==> src/hw/rtl/cpc_pkg.sv <==
// ----------------------------------------------------------------------------
// cpc_pkg: shared types and constants of the coulomb pulse counter
// Field widths, command and register codes, the control state type and the
// status bundle of the serial divider.
// ----------------------------------------------------------------------------
package cpc_pkg;

  localparam int CMD_W   = 2;
  localparam int SEC_W   = 32;
  localparam int CNT_W   = 32;
  localparam int MC_W    = 32;
  localparam int AVG_W   = 16;
  localparam int PPAH_W  = 16;
  localparam int CFG_IDX_W = 1;
  localparam int CFG_DAT_W = 16;

  // millicoulombs per ampere hour
  localparam int           MC_W_CONST = 22;
  localparam logic [21:0]  MC_PER_AH  = 22'd3600000;
  localparam logic [3:0]   DECI_PER_MILLI = 4'd10;

  // divider: dividend holds count * 3600000 + half divisor
  localparam int DVD_W  = CNT_W + MC_W_CONST;
  localparam int DVS_W  = 32;
  localparam int QUO_W  = 32;
  localparam int STEP_W = $clog2(DVD_W);

  localparam logic [CMD_W-1:0] CMD_PULSE    = 2'd0;
  localparam logic [CMD_W-1:0] CMD_RESET    = 2'd1;
  localparam logic [CMD_W-1:0] CMD_READ_CHG = 2'd2;
  localparam logic [CMD_W-1:0] CMD_READ_AVG = 2'd3;

  localparam logic [CFG_IDX_W-1:0] CFG_PPAH     = 1'd0;
  localparam logic [CFG_IDX_W-1:0] CFG_POLARITY = 1'd1;

  typedef enum logic [2:0] {
    S_IDLE,
    S_CONV_C,
    S_WAIT_C,
    S_CONV_D,
    S_WAIT_D,
    S_AVG,
    S_WAIT_A,
    S_OUT
  } state_t;

  typedef struct packed {
    logic busy;
    logic done;
  } div_stat_t;

endpackage

==> src/hw/rtl/cpc_if.sv <==
// ----------------------------------------------------------------------------
// cpc_if: channel interfaces of the coulomb pulse counter
// Command channel, result channel and register write channel, each with
// valid/ready and a source and a sink side.
// ----------------------------------------------------------------------------
interface cpc_req_if;
  logic                      valid;
  logic                      ready;
  logic [cpc_pkg::CMD_W-1:0] command;
  logic                      polarity_level;
  logic [cpc_pkg::SEC_W-1:0] now_seconds;

  modport source (output valid, command, polarity_level, now_seconds, input ready);
  modport sink   (input valid, command, polarity_level, now_seconds, output ready);
endinterface

interface cpc_rsp_if;
  logic                             valid;
  logic                             ready;
  logic [cpc_pkg::MC_W-1:0]         charge_millicoulomb;
  logic [cpc_pkg::MC_W-1:0]         discharge_millicoulomb;
  logic signed [cpc_pkg::AVG_W-1:0] avg_current_deci_ma;
  logic                             status;

  modport source (output valid, charge_millicoulomb, discharge_millicoulomb,
                  avg_current_deci_ma, status, input ready);
  modport sink   (input valid, charge_millicoulomb, discharge_millicoulomb,
                  avg_current_deci_ma, status, output ready);
endinterface

interface cpc_cfg_if;
  logic                          valid;
  logic                          ready;
  logic [cpc_pkg::CFG_IDX_W-1:0] index;
  logic [cpc_pkg::CFG_DAT_W-1:0] data;

  modport source (output valid, index, data, input ready);
  modport sink   (input valid, index, data, output ready);
endinterface

==> src/hw/rtl/coulomb_pulse_counter.sv <==
// ----------------------------------------------------------------------------
// coulomb_pulse_counter: coulomb-counter pulse accumulator
// Counts charge and discharge pulses and converts them to millicoulombs and
// an average current on request.
// ----------------------------------------------------------------------------
// Pulse and reset commands give no result. A charge read runs two passes
// through a bit-serial divider that produces one quotient bit per cycle over
// a 54-bit dividend; an average-current read runs a third pass (none when
// no time has elapsed). The finished word waits in an output register, so
// the next command is taken while it is still held.
module coulomb_pulse_counter (
  input  logic   clk,
  input  logic   rst,
  cpc_req_if.sink   req,
  cpc_rsp_if.source rsp,
  cpc_cfg_if.sink   cfg
);
  import cpc_pkg::*;

  state_t state, state_next;

  logic [PPAH_W-1:0] ppah;
  logic              pol_present;
  logic [CNT_W-1:0]  charge_cnt;
  logic [CNT_W-1:0]  discharge_cnt;
  logic [SEC_W-1:0]  origin_sec;
  logic [SEC_W-1:0]  last_sec;

  logic              is_avg;
  logic              neg;
  logic [MC_W-1:0]   cmc;
  logic [MC_W-1:0]   dmc;
  logic [AVG_W-1:0]  avg;
  logic              stat_bit;

  logic              rsp_valid;
  logic [MC_W-1:0]   rsp_cmc;
  logic [MC_W-1:0]   rsp_dmc;
  logic [AVG_W-1:0]  rsp_avg;
  logic              rsp_status;

  logic              accept;
  logic              div_start;
  div_stat_t         div_stat;
  logic [QUO_W-1:0]  div_quo;
  logic [DVD_W-1:0]  div_dvd;
  logic [DVS_W-1:0]  div_dvs;

  logic [CNT_W-1:0]  conv_count;
  logic [DVD_W-1:0]  prod;
  logic [MC_W-1:0]   diff;
  logic [MC_W-1:0]   diff10;
  logic [MC_W-1:0]   diff_mag;
  logic [SEC_W-1:0]  dur;
  logic [SEC_W-1:0]  dur_mag;
  logic              out_free;

  assign accept   = req.valid && req.ready;
  assign out_free = !rsp_valid || rsp.ready;

  // conversion dividend: count * 3600000 + half the divisor
  assign conv_count = (state == S_CONV_C) ? charge_cnt : discharge_cnt;
  assign prod       = DVD_W'(conv_count) * DVD_W'(MC_PER_AH) + DVD_W'(ppah >> 1);

  assign diff     = dmc - cmc;
  assign diff10   = MC_W'(diff * MC_W'(DECI_PER_MILLI));
  assign diff_mag = diff10[MC_W-1] ? MC_W'(-diff10) : diff10;
  assign dur      = last_sec - origin_sec;
  assign dur_mag  = dur[SEC_W-1] ? SEC_W'(-dur) : dur;

  always_comb begin
    if (state == S_AVG) begin
      div_dvd = DVD_W'(diff_mag);
      div_dvs = dur_mag;
    end else begin
      div_dvd = prod;
      div_dvs = DVS_W'(ppah);
    end
  end

  cpc_div u_div (
    .clk      (clk),
    .rst      (rst),
    .start    (div_start),
    .dividend (div_dvd),
    .divisor  (div_dvs),
    .stat     (div_stat),
    .quotient (div_quo)
  );

  always_ff @(posedge clk) begin
    if (rst) begin
      state <= S_IDLE;
    end else begin
      state <= state_next;
    end
  end

  always_comb begin
    state_next = state;
    req.ready  = 1'b0;
    div_start  = 1'b0;
    unique case (state)
      S_IDLE: begin
        req.ready = 1'b1;
        if (accept && (req.command == CMD_READ_CHG || req.command == CMD_READ_AVG)) begin
          state_next = S_CONV_C;
        end
      end
      S_CONV_C: begin
        div_start  = 1'b1;
        state_next = S_WAIT_C;
      end
      S_WAIT_C: begin
        if (div_stat.done) state_next = S_CONV_D;
      end
      S_CONV_D: begin
        div_start  = 1'b1;
        state_next = S_WAIT_D;
      end
      S_WAIT_D: begin
        if (div_stat.done) state_next = S_AVG;
      end
      S_AVG: begin
        if (is_avg && dur != '0) begin
          div_start  = 1'b1;
          state_next = S_WAIT_A;
        end else begin
          state_next = S_OUT;
        end
      end
      S_WAIT_A: begin
        if (div_stat.done) state_next = S_OUT;
      end
      S_OUT: begin
        if (out_free) state_next = S_IDLE;
      end
      default: state_next = S_IDLE;
    endcase
  end

  // counters, time stamps and configuration
  always_ff @(posedge clk) begin
    if (rst) begin
      ppah          <= PPAH_W'(3072);
      pol_present   <= 1'b1;
      charge_cnt    <= '0;
      discharge_cnt <= '0;
      origin_sec    <= '0;
      last_sec      <= '0;
    end else begin
      if (cfg.valid && cfg.ready) begin
        unique case (cfg.index)
          CFG_PPAH:     ppah        <= cfg.data;
          CFG_POLARITY: pol_present <= cfg.data[0];
          default:      ;
        endcase
      end
      if (accept && req.command == CMD_PULSE) begin
        if (pol_present && req.polarity_level) begin
          charge_cnt <= charge_cnt + CNT_W'(1);
        end else begin
          discharge_cnt <= discharge_cnt + CNT_W'(1);
        end
        last_sec <= req.now_seconds;
      end else if (accept && req.command == CMD_RESET) begin
        charge_cnt    <= '0;
        discharge_cnt <= '0;
        origin_sec    <= req.now_seconds;
        last_sec      <= req.now_seconds;
      end
    end
  end

  // working registers of a read
  always_ff @(posedge clk) begin
    if (accept) is_avg <= (req.command == CMD_READ_AVG);
    if (state == S_WAIT_C && div_stat.done) cmc <= div_quo;
    if (state == S_WAIT_D && div_stat.done) dmc <= div_quo;
    if (state == S_AVG) begin
      neg      <= diff10[MC_W-1] ^ dur[SEC_W-1];
      avg      <= '0;
      stat_bit <= is_avg && dur == '0;
    end
    if (state == S_WAIT_A && div_stat.done) begin
      avg <= neg ? AVG_W'(-div_quo[AVG_W-1:0]) : div_quo[AVG_W-1:0];
    end
  end

  // output register
  always_ff @(posedge clk) begin
    if (rst) begin
      rsp_valid <= 1'b0;
    end else if (state == S_OUT && out_free) begin
      rsp_valid <= 1'b1;
    end else if (rsp.ready) begin
      rsp_valid <= 1'b0;
    end
  end

  always_ff @(posedge clk) begin
    if (state == S_OUT && out_free) begin
      rsp_cmc    <= cmc;
      rsp_dmc    <= dmc;
      rsp_avg    <= avg;
      rsp_status <= stat_bit;
    end
  end

  assign rsp.valid                  = rsp_valid;
  assign rsp.charge_millicoulomb    = rsp_cmc;
  assign rsp.discharge_millicoulomb = rsp_dmc;
  assign rsp.avg_current_deci_ma    = rsp_avg;
  assign rsp.status                 = rsp_status;
  assign cfg.ready                  = 1'b1;

`ifndef SYNTHESIS
  a_read_starts: assert property (@(posedge clk) disable iff (rst)
    (accept && (req.command == CMD_READ_CHG || req.command == CMD_READ_AVG))
    |=> state == S_CONV_C)
    else $error("read command did not start a conversion");

  a_pulse_counts_one: assert property (@(posedge clk) disable iff (rst)
    (accept && req.command == CMD_PULSE)
    |=> CNT_W'(charge_cnt + discharge_cnt)
        == CNT_W'($past(CNT_W'(charge_cnt + discharge_cnt)) + 1'b1))
    else $error("pulse did not add exactly one count");

  a_reset_clears: assert property (@(posedge clk) disable iff (rst)
    (accept && req.command == CMD_RESET)
    |=> charge_cnt == '0 && discharge_cnt == '0 && origin_sec == last_sec)
    else $error("reset command left counts or time stamps");

  a_div_start_idle: assert property (@(posedge clk) disable iff (rst)
    div_start |-> !div_stat.busy)
    else $error("divider started while busy");

  a_out_only_when_free: assert property (@(posedge clk) disable iff (rst)
    (rsp_valid && !rsp.ready) |=> $stable(rsp_cmc) && $stable(rsp_avg))
    else $error("held result word changed");
`endif

endmodule

==> src/hw/rtl/cpc_div.sv <==
// ----------------------------------------------------------------------------
// cpc_div: bit-serial unsigned divider
// Restoring division, one quotient bit per cycle over the full dividend
// width; keeps the low quotient bits. A zero divisor gives all ones.
// ----------------------------------------------------------------------------
module cpc_div (
  input  logic                        clk,
  input  logic                        rst,
  input  logic                        start,
  input  logic [cpc_pkg::DVD_W-1:0]   dividend,
  input  logic [cpc_pkg::DVS_W-1:0]   divisor,
  output cpc_pkg::div_stat_t          stat,
  output logic [cpc_pkg::QUO_W-1:0]   quotient
);
  import cpc_pkg::*;

  logic [DVD_W-1:0]  dvd;
  logic [DVS_W-1:0]  dvs;
  logic [DVS_W-1:0]  rem;
  logic [QUO_W-1:0]  quo;
  logic [STEP_W-1:0] step;
  logic              busy;
  logic              done;

  logic [DVS_W:0]    trial;
  logic              qbit;
  logic [DVS_W:0]    trial_sub;

  assign trial     = {rem, dvd[DVD_W-1]};
  assign qbit      = trial >= {1'b0, dvs};
  assign trial_sub = trial - {1'b0, dvs};

  always_ff @(posedge clk) begin
    if (rst) begin
      busy <= 1'b0;
      done <= 1'b0;
    end else begin
      done <= 1'b0;
      if (start) begin
        busy <= 1'b1;
      end else if (busy && step == '0) begin
        busy <= 1'b0;
        done <= 1'b1;
      end
    end
  end

  always_ff @(posedge clk) begin
    if (start) begin
      dvd  <= dividend;
      dvs  <= divisor;
      rem  <= '0;
      step <= STEP_W'(DVD_W - 1);
    end else if (busy) begin
      dvd  <= {dvd[DVD_W-2:0], 1'b0};
      rem  <= qbit ? trial_sub[DVS_W-1:0] : trial[DVS_W-1:0];
      quo  <= {quo[QUO_W-2:0], qbit};
      step <= step - STEP_W'(1);
    end
  end

  assign stat.busy = busy;
  assign stat.done = done;
  assign quotient  = quo;

endmodule

==> src/flat_wrapper.sv <==
// flat-port wrapper written by rule: the top's interface ports become plain ports
module coulomb_pulse_counter_flat import cpc_pkg::*;
  (clk, rst, req_valid, req_command, req_polarity_level, req_now_seconds, req_ready, rsp_valid, rsp_charge_millicoulomb, rsp_discharge_millicoulomb, rsp_avg_current_deci_ma, rsp_status, rsp_ready, cfg_valid, cfg_index, cfg_data, cfg_ready);
  cpc_req_if req_i ();
  cpc_rsp_if rsp_i ();
  cpc_cfg_if cfg_i ();
  input  logic clk;
  input  logic rst;
  input wire logic [$bits(req_i.valid)-1:0] req_valid;
  input wire logic [$bits(req_i.command)-1:0] req_command;
  input wire logic [$bits(req_i.polarity_level)-1:0] req_polarity_level;
  input wire logic [$bits(req_i.now_seconds)-1:0] req_now_seconds;
  output wire logic [$bits(req_i.ready)-1:0] req_ready;
  output wire logic [$bits(rsp_i.valid)-1:0] rsp_valid;
  output wire logic [$bits(rsp_i.charge_millicoulomb)-1:0] rsp_charge_millicoulomb;
  output wire logic [$bits(rsp_i.discharge_millicoulomb)-1:0] rsp_discharge_millicoulomb;
  output wire logic [$bits(rsp_i.avg_current_deci_ma)-1:0] rsp_avg_current_deci_ma;
  output wire logic [$bits(rsp_i.status)-1:0] rsp_status;
  input wire logic [$bits(rsp_i.ready)-1:0] rsp_ready;
  input wire logic [$bits(cfg_i.valid)-1:0] cfg_valid;
  input wire logic [$bits(cfg_i.index)-1:0] cfg_index;
  input wire logic [$bits(cfg_i.data)-1:0] cfg_data;
  output wire logic [$bits(cfg_i.ready)-1:0] cfg_ready;
  assign req_i.valid = req_valid;
  assign req_i.command = req_command;
  assign req_i.polarity_level = req_polarity_level;
  assign req_i.now_seconds = req_now_seconds;
  assign req_ready = req_i.ready;
  assign rsp_valid = rsp_i.valid;
  assign rsp_charge_millicoulomb = rsp_i.charge_millicoulomb;
  assign rsp_discharge_millicoulomb = rsp_i.discharge_millicoulomb;
  assign rsp_avg_current_deci_ma = rsp_i.avg_current_deci_ma;
  assign rsp_status = rsp_i.status;
  assign rsp_i.ready = rsp_ready;
  assign cfg_i.valid = cfg_valid;
  assign cfg_i.index = cfg_index;
  assign cfg_i.data = cfg_data;
  assign cfg_ready = cfg_i.ready;
  coulomb_pulse_counter u_core (.clk(clk), .rst(rst), .req(req_i), .rsp(rsp_i), .cfg(cfg_i));
endmodule
==> config.mk <==
export PLATFORM = sky130hd
export DESIGN_NAME = coulomb_pulse_counter_flat
export DESIGN_NICKNAME = d
export VERILOG_FILES = /design/src/hw/rtl/cpc_pkg.sv /design/src/hw/rtl/cpc_if.sv /design/src/hw/rtl/coulomb_pulse_counter.sv /design/src/hw/rtl/cpc_div.sv /design/src/flat_wrapper.sv
export SDC_FILE = /design/constraint.sdc
export NUM_CORES = 2
export LEC_CHECK = 0
export ABC_CLOCK_PERIOD_IN_PS = 14350
export BUFFER_PORTS_ARGS = -buffer_cell sky130_fd_sc_hd__buf_2
export CORE_MARGIN = 2
export CORE_UTILIZATION = 30
export CTS_BUF_LIST = sky130_fd_sc_hd__clkbuf_4
export CTS_CLUSTER_SIZE = 40
export DETAILED_ROUTE_END_ITERATION = 8
export PLACE_DENSITY = 0.49
export SYNTH_ARGS = -nofsm -noshare
export SYNTH_HDL_FRONTEND = slang
export SYNTH_SLANG_ARGS = --single-unit
==> constraint.sdc <==
create_clock -name clk -period 14.35 [get_ports clk]
set_input_delay 2.1525 -clock clk [delete_from_list [all_inputs] [get_ports clk]]
set_output_delay 2.1525 -clock clk [all_outputs]
set_load 0.02 [all_outputs]
# ---- After elaboration in Yosys (flattened, before gate mapping)
# Cells that the tools add are included.
# Widths: inputs -> output; s select.
dict set report word_totals {
  reg_bits 471
  wordCells 129
  out_inout_bits 84
  in_bits 57
}
dict set report op_classes {
  reduce_logical 35
  multipliers 2
  addsub 10
  eq_ne 17
  mux 33
  bitwise 4
  magnitude_cmp 1
}
# op n
set op_table {}
lappend op_table {{$mux 32} 10}
lappend op_table {{$mux 54} 3}
lappend op_table {{$sub 32x32->32} 3}
lappend op_table {{$add 32x1->32 const B} 2}
lappend op_table {{$mux 16} 4}
lappend op_table {{$neg 32->32} 2}
lappend op_table {{$add 54x15->54} 1}
lappend op_table {{$mul 32x15->47 const B} 1}
lappend op_table {{$ge 33x32->1} 1}
lappend op_table {{$logic_not 32->1} 1}
lappend op_table {{$mul 32x3->31 const B} 1}
lappend op_table {{$reduce_bool 32->1} 1}
lappend op_table {{$mux 31} 1}
lappend op_table {{$pmux 3 s8} 1}
lappend op_table {{$neg 16->16} 1}
lappend op_table {{$mux 3} 5}
lappend op_table {{$reduce_and 2->1} 7}
lappend op_table {{$eq 3x3->1 const B} 4}
lappend op_table {{$logic_and 1x1->1} 12}
lappend op_table {{$ne 2x2->1 const B} 5}
lappend op_table {{$reduce_bool 2->1} 5}
lappend op_table {{$mux 1} 8}
lappend op_table {{$eq 3x2->1 const B} 2}
lappend op_table {{$logic_not 6->1} 1}
lappend op_table {{14 further kinds} 20}

# ---- Longest topological paths before layout
dict set report logic_depth {
  ltp_word 7
  ltp_mapped 32
  mapped_depth_nobuf 28
}

# ---- Cells and area by module
# Synthesis repeated with hierarchy kept, for this count alone.
dict set report hier_totals {
  hier_cells 4131
  area_unflattened_um2 38867.3
}
# module n_inst cells_each area_per_inst_um2 seq_area_each_um2
set by_module_without_submodules {}
lappend by_module_without_submodules {coulomb_pulse_counter 1 3481 31112.3 7907.6}
lappend by_module_without_submodules {cpc_div 1 650 7754.9 4344.2}

# ---- Least setup slack after synthesis
# No wires, ideal clock.
dict set report synth_timing {
  path_type {reg2reg}
  from {register u_core.state[1]}
  to {register u_core.u_div.dvd[51], data pin}
  path_buffers 4
  setup_slack_ns 5.897
  arrival_time_ns 8.192
  stages_incl_launch_ff 31
  required_ns 14.089
  period_less_slack_ns 8.453
  setup_ns 0.261
  path_cell_list {dfxtp_1 > buf_2 > nor3b_4 > clkbuf_1 > clkbuf_1 > mux2i_1 > inv_1 > ha_1 > inv_1 > fa_1 > inv_1 > fa_1 > fa_1 > fa_1 > inv_1 > fa_1 > inv_1 > ha_1 > clkbuf_1 > and4_1 > and2_1 > a221oi_1 > a21oi_1 > a211oi_1 > o31ai_1 > xnor2_1 > or4_1 > nand2b_4 > nor2_4 > a31oi_1 > a221o_1}
}
dict set report synth_via {
  elab_chain_len 6
  elab_cells_between_ends 10
  classes_between {1 x add/sub; 1 x mul; 3 x eq/ne; 4 x mux; 1 x reduce/logical}
}
# item line
set synth_rtl {}
lappend synth_rtl {{from (decl)} coulomb_pulse_counter.sv:20} ;# state_t state, state_next;
lappend synth_rtl {{from (signal assigned)} coulomb_pulse_counter.sv:95} ;# state <= state_next;
lappend synth_rtl {{$eq 3x1->1} {coulomb_pulse_counter.sv:62, coulomb_pulse_counter.sv:103}}
lappend synth_rtl {{$mux 32} coulomb_pulse_counter.sv:62} ;# assign conv_count = (state == S_CONV_C) ? charge_cnt : discharge_cnt;
lappend synth_rtl {{$mul 32x15->47} coulomb_pulse_counter.sv:63} ;# assign prod = DVD_W'(conv_count) * DVD_W'(MC_PER_AH) + DVD_W'(ppah >> 1);
lappend synth_rtl {{$add 54x15->54} coulomb_pulse_counter.sv:63}
lappend synth_rtl {{$mux 54} coulomb_pulse_counter.sv:72} ;# if (state == S_AVG) begin
lappend synth_rtl {{$mux 54 *} cpc_div.sv:49} ;# if (start) begin
lappend synth_rtl {{to (signal assigned)} cpc_div.sv:50} ;# dvd <= dividend;
lappend synth_rtl {{to (signal assigned)} cpc_div.sv:55} ;# dvd <= {dvd[DVD_W-2:0], 1'b0};
lappend synth_rtl {{to (decl)} cpc_div.sv:17} ;# logic [DVD_W-1:0] dvd;
# Mark *: on every way between the ends. The rest lies on a longest branch, timed or not.
# A chain may end at the register's enable or synchronous reset.

# ---- Final worst setup path
dict set report layout_timing {
  from {register u_core.state[0]}
  to {register u_core.u_div.dvd[50], data pin}
}
# The elaborated chain is that of the path after synthesis.

==> metrics <==
Leak Pwr between 15 and 20 nW; Ports between 100 and 150; largest net degree at the start of global routing 83; WP data arrival 9810 ps; clock tree from TritonCTS built; Die Wd roughly 360 um; dpl hpwl around 76000 um; non-filler cells, final ~6000; end of the critical path u_core.u_div.dvd[50]$_DFFE_PP_; first-pass GRT wire length 157000 um; ys async rst share 0%; Pwr Density 89.4 nW/um2; die height around 360 um; CP required between 15000 and 20000 ps; Slew @ Worst Pin 1080 ps; Vias per Instance 4.79; flop-to-flop setup slack around 5300 ps; synth warn 0; Max-Slew Margin vs Limit between 20% and 30%; clk buf depth 3; post-synth cell types between 90 and 100; input/output buffers about 140; synthesized cell area 37900 um2; Final Hold Fails 0; fmax ~0.11 GHz; Via Count approximately 29000; total grt overflow 0; setup total negative slack 0 ps; crit share post-route between 60% and 70%; final slew viol count 0; maxcap violations 0; Post-Route WL between 90000 and 100000 um; syn avg cell area about 9.4 um2; Worst R2R Path Depth 26; Worst Hold Class register to register; Peak VDD IR roughly 0.000054 V; row count 130; status finished, final reports clean; share of layout cells above drive strength 1 11.1%; clock sink count about 470; Initial Util 30.2%; vias in the first global route around 29000; GRT Total Usage 15.2%; CORE AREA roughly 130000 um2; Worst setup EP type register; reg2reg end u_core.u_div.dvd[50]$_DFFE_PP_; Clock transition at path regs 70 ps; Synth Register Bits roughly 470; DRC viols 0; drt wl/cell ~16 um; Fill cells approximately 13000; Nets just under 5000; top cell type's share of synthesized area between 20 and 25%; critical path launch point type register; WS Path Type register to register; Worst Setup SP u_core.state[0]$_SDFFE_PP0P_; Worst Skew ~110 ps; largest cells by area after synthesis edfxtp_1 (22%), fa_1 (13%), ha_1 (11%), dfxtp_1 (10%), inv_1 (4.8%); # resized after CTS 0; Area Growth Syn to Fin 11.3%; CTS Buf Count between 100 and 150; number of cells after detailed placement between 5000 and 6000; final non-filler cell area approximately 42000 um2; Pre-antenna DRT Iters 6; DR iter-0 viols between 1500 and 2000; reg2reg start u_core.state[0]$_SDFFE_PP0P_; Hold Buf Count CTS 0; worst-path fanout max 42; Seq/Total Area, Yosys 32.4%; Setup violations, final 0; post-CTS setup buffers 0; routability cong. between 0.8 and 0.9; initial antenna violation count 10; Placed Area 40300 um2; Final min period 9080 ps; Final ANT Viol Nets 0; Mapped Nets about 4700; die area between 100000 and 150000 um2; Mapped Cells 4034; Post-synth EDFFs 282; unrepaired setup endpoints after global routing false; ys flop type edfxtp_1; CTS root buf clkbuf_4; largest area contributor in the netlist edfxtp_1; Worst-Skew Late Latency around 1100 ps; H-tree Lvls 4
==> metal layers <==
metal  wire length, um  vias to the layer above  global-route usage [%]
li1                  -                    14310                       -
met1             47600                    13614                    20.7
met2             44000                      526                    24.1
met3              4780                      121                    3.09
met4              1780                       12                    4.72
met5                68                        -                       0
==> critical path, cell delays in order, from the launching register on <==
cell      delay, ps
dfxtp_1         520
nor3b_4         230
buf_4           490
mux2_2          480
inv_1           140
fa_1            450
fa_1            480
fa_1            510
inv_1            60
fa_1            500
fa_1            540
inv_1            50
fa_1            530
inv_1            40
ha_1            430
and4_1          250
nand3_1         100
nand4b_1        270
a31oi_2         390
nor4_1          100
a311oi_2        370
and4_1          300
nor4b_2         420
nand3_1         380
nor2_1          320
a21oi_1         110
a211o_1         280
==> worst min-delay path by stage <==
stage / start / end / slack [ps] / cells after the start
global placement: u_core.stat_bit$_DFFE_PP_ / u_core.rsp.status$_DFFE_PP_ / 400 / 0
finish: u_core.avg[3]$_SDFFCE_PN0P_ / u_core.rsp.avg_current_deci_ma[3]$_DFFE_PP_ / 420 / 0
CTS: u_core.cmc[31]$_DFFE_PP_ / u_core.rsp.charge_millicoulomb[31]$_DFFE_PP_ / 420 / 0
floorplan: u_core.avg[0]$_SDFFCE_PN0P_ / u_core.rsp.avg_current_deci_ma[0]$_DFFE_PP_ / 400 / 0
detailed placement: u_core.avg[15]$_SDFFCE_PN0P_ / u_core.rsp.avg_current_deci_ma[15]$_DFFE_PP_ / 400 / 0
global route: u_core.avg[5]$_SDFFCE_PN0P_ / u_core.rsp.avg_current_deci_ma[5]$_DFFE_PP_ / 420 / 0
==> registers in the layout, summed over array words and instances, names as in the netlist, 3 cells and up <==
signal	cells
u_core.avg	16
u_core.charge_cnt	32
u_core.cmc	32
u_core.discharge_cnt	32
u_core.dmc	32
u_core.last_sec	32
u_core.origin_sec	32
u_core.ppah	16
u_core.rsp.avg_current_deci_ma	16
u_core.rsp.charge_millicoulomb	32
u_core.rsp.discharge_millicoulomb	32
u_core.state	3
u_core.u_div.dvd	54
u_core.u_div.dvs	32
u_core.u_div.quotient	32
u_core.u_div.rem	32
u_core.u_div.step	6
==> Yosys cell counts, types with 13 or more instances <==
library cell  count
a211oi_1         46
a21o_1           86
a21oi_1         300
a31oi_1          34
and2_1           35
and3_1           38
and4_1           13
buf_2            16
clkbuf_1        104
dfxtp_1         189
edfxtp_1        282
fa_1            252
ha_1            332
inv_1           489
mux2_2           41
mux2i_1          25
nand2_1         424
nand2b_1         37
nand3_1          63
nand4_1          32
nor2_1          304
nor2b_1          30
nor3_1           56
nor4_1           13
o211ai_1         18
o21a_1           23
o21ai_0         180
o21ai_1          15
o31ai_1          24
or3_1            37
xnor2_1         146
xor2_1          151
==> through the flow <==
stage / setup slack, ps / util, % / total power, mW / hold WS (ps)
after global placement: 5470 / 32.1 / 2.44 / 401
after CTS: 5240 / 33.6 / 3.83 / 419
final: 5270 / 33.6 / 3.76 / 417
after global routing: 4580 / 33.6 / 4.02 / 417
after floorplan: 5900 / - / 2.25 / 400
after detailed placement: 5290 / 32.1 / 2.45 / 405
==> cells by family after synthesis <==
kind of cell               Yosys count  synth area share [%]
other                                1               0.00991
muxes                               67                  1.92
xor gates and xnor gates           298                  6.93
adders and majority gates          584                  24.3
DFF                                471                  32.4
buffers and inverters              620                  6.29
and+or+nand+nor                   1146                  14.3
AOI/OAI and AO/OA                  847                  13.9
==> where the power goes <==
group	total, mW	leakage [nW]	internal [mW]	switching, mW
Sequential	1.56	4.18	1.51	0.0533
Combinational	0.858	13.7	0.346	0.512
Clock	1.34	1.06	0.707	0.635
==> layout make-up <==
type | count | area (um2) | share of cell area, %
multi-input cells | 2943 | 23300 | 55.2
flip-flops and latches | 471 | 12300 | 29.1
well taps | 1650 | 2060 | 4.90
inverters | 491 | 1840 | 4.38
clock buffers | 187 | 1400 | 3.33
repair buffers | 161 | 863 | 2.05
clock inverters | 53 | 419 | 0.995
diodes | 6 | 15.0 | 0.0356
==> cell usage in the layout, fill, tap and decap left out, types with 27 or more instances in the layout <==
cell | netlist | routed
inv_1 | 489 | 489
nand2_1 | 424 | 424
ha_1 | 332 | 332
nor2_1 | 304 | 304
a21oi_1 | 300 | 300
edfxtp_1 | 282 | 282
fa_1 | 252 | 252
dfxtp_1 | 189 | 188
clkbuf_4 | 0 | 187
o21ai_0 | 180 | 180
xor2_1 | 151 | 151
xnor2_1 | 146 | 145
buf_2 | 16 | 138
a21o_1 | 86 | 86
nand3_1 | 63 | 63
nor3_1 | 56 | 55
a211oi_1 | 46 | 46
mux2_2 | 41 | 41
or3_1 | 37 | 37
and3_1 | 38 | 36
nand2b_1 | 37 | 35
and2_1 | 35 | 35
a31oi_1 | 34 | 34
nand4_1 | 32 | 32
nor2b_1 | 30 | 28
clkinv_1 | 1 | 27
No activity file was read; power rests on OpenSTA's default activity.
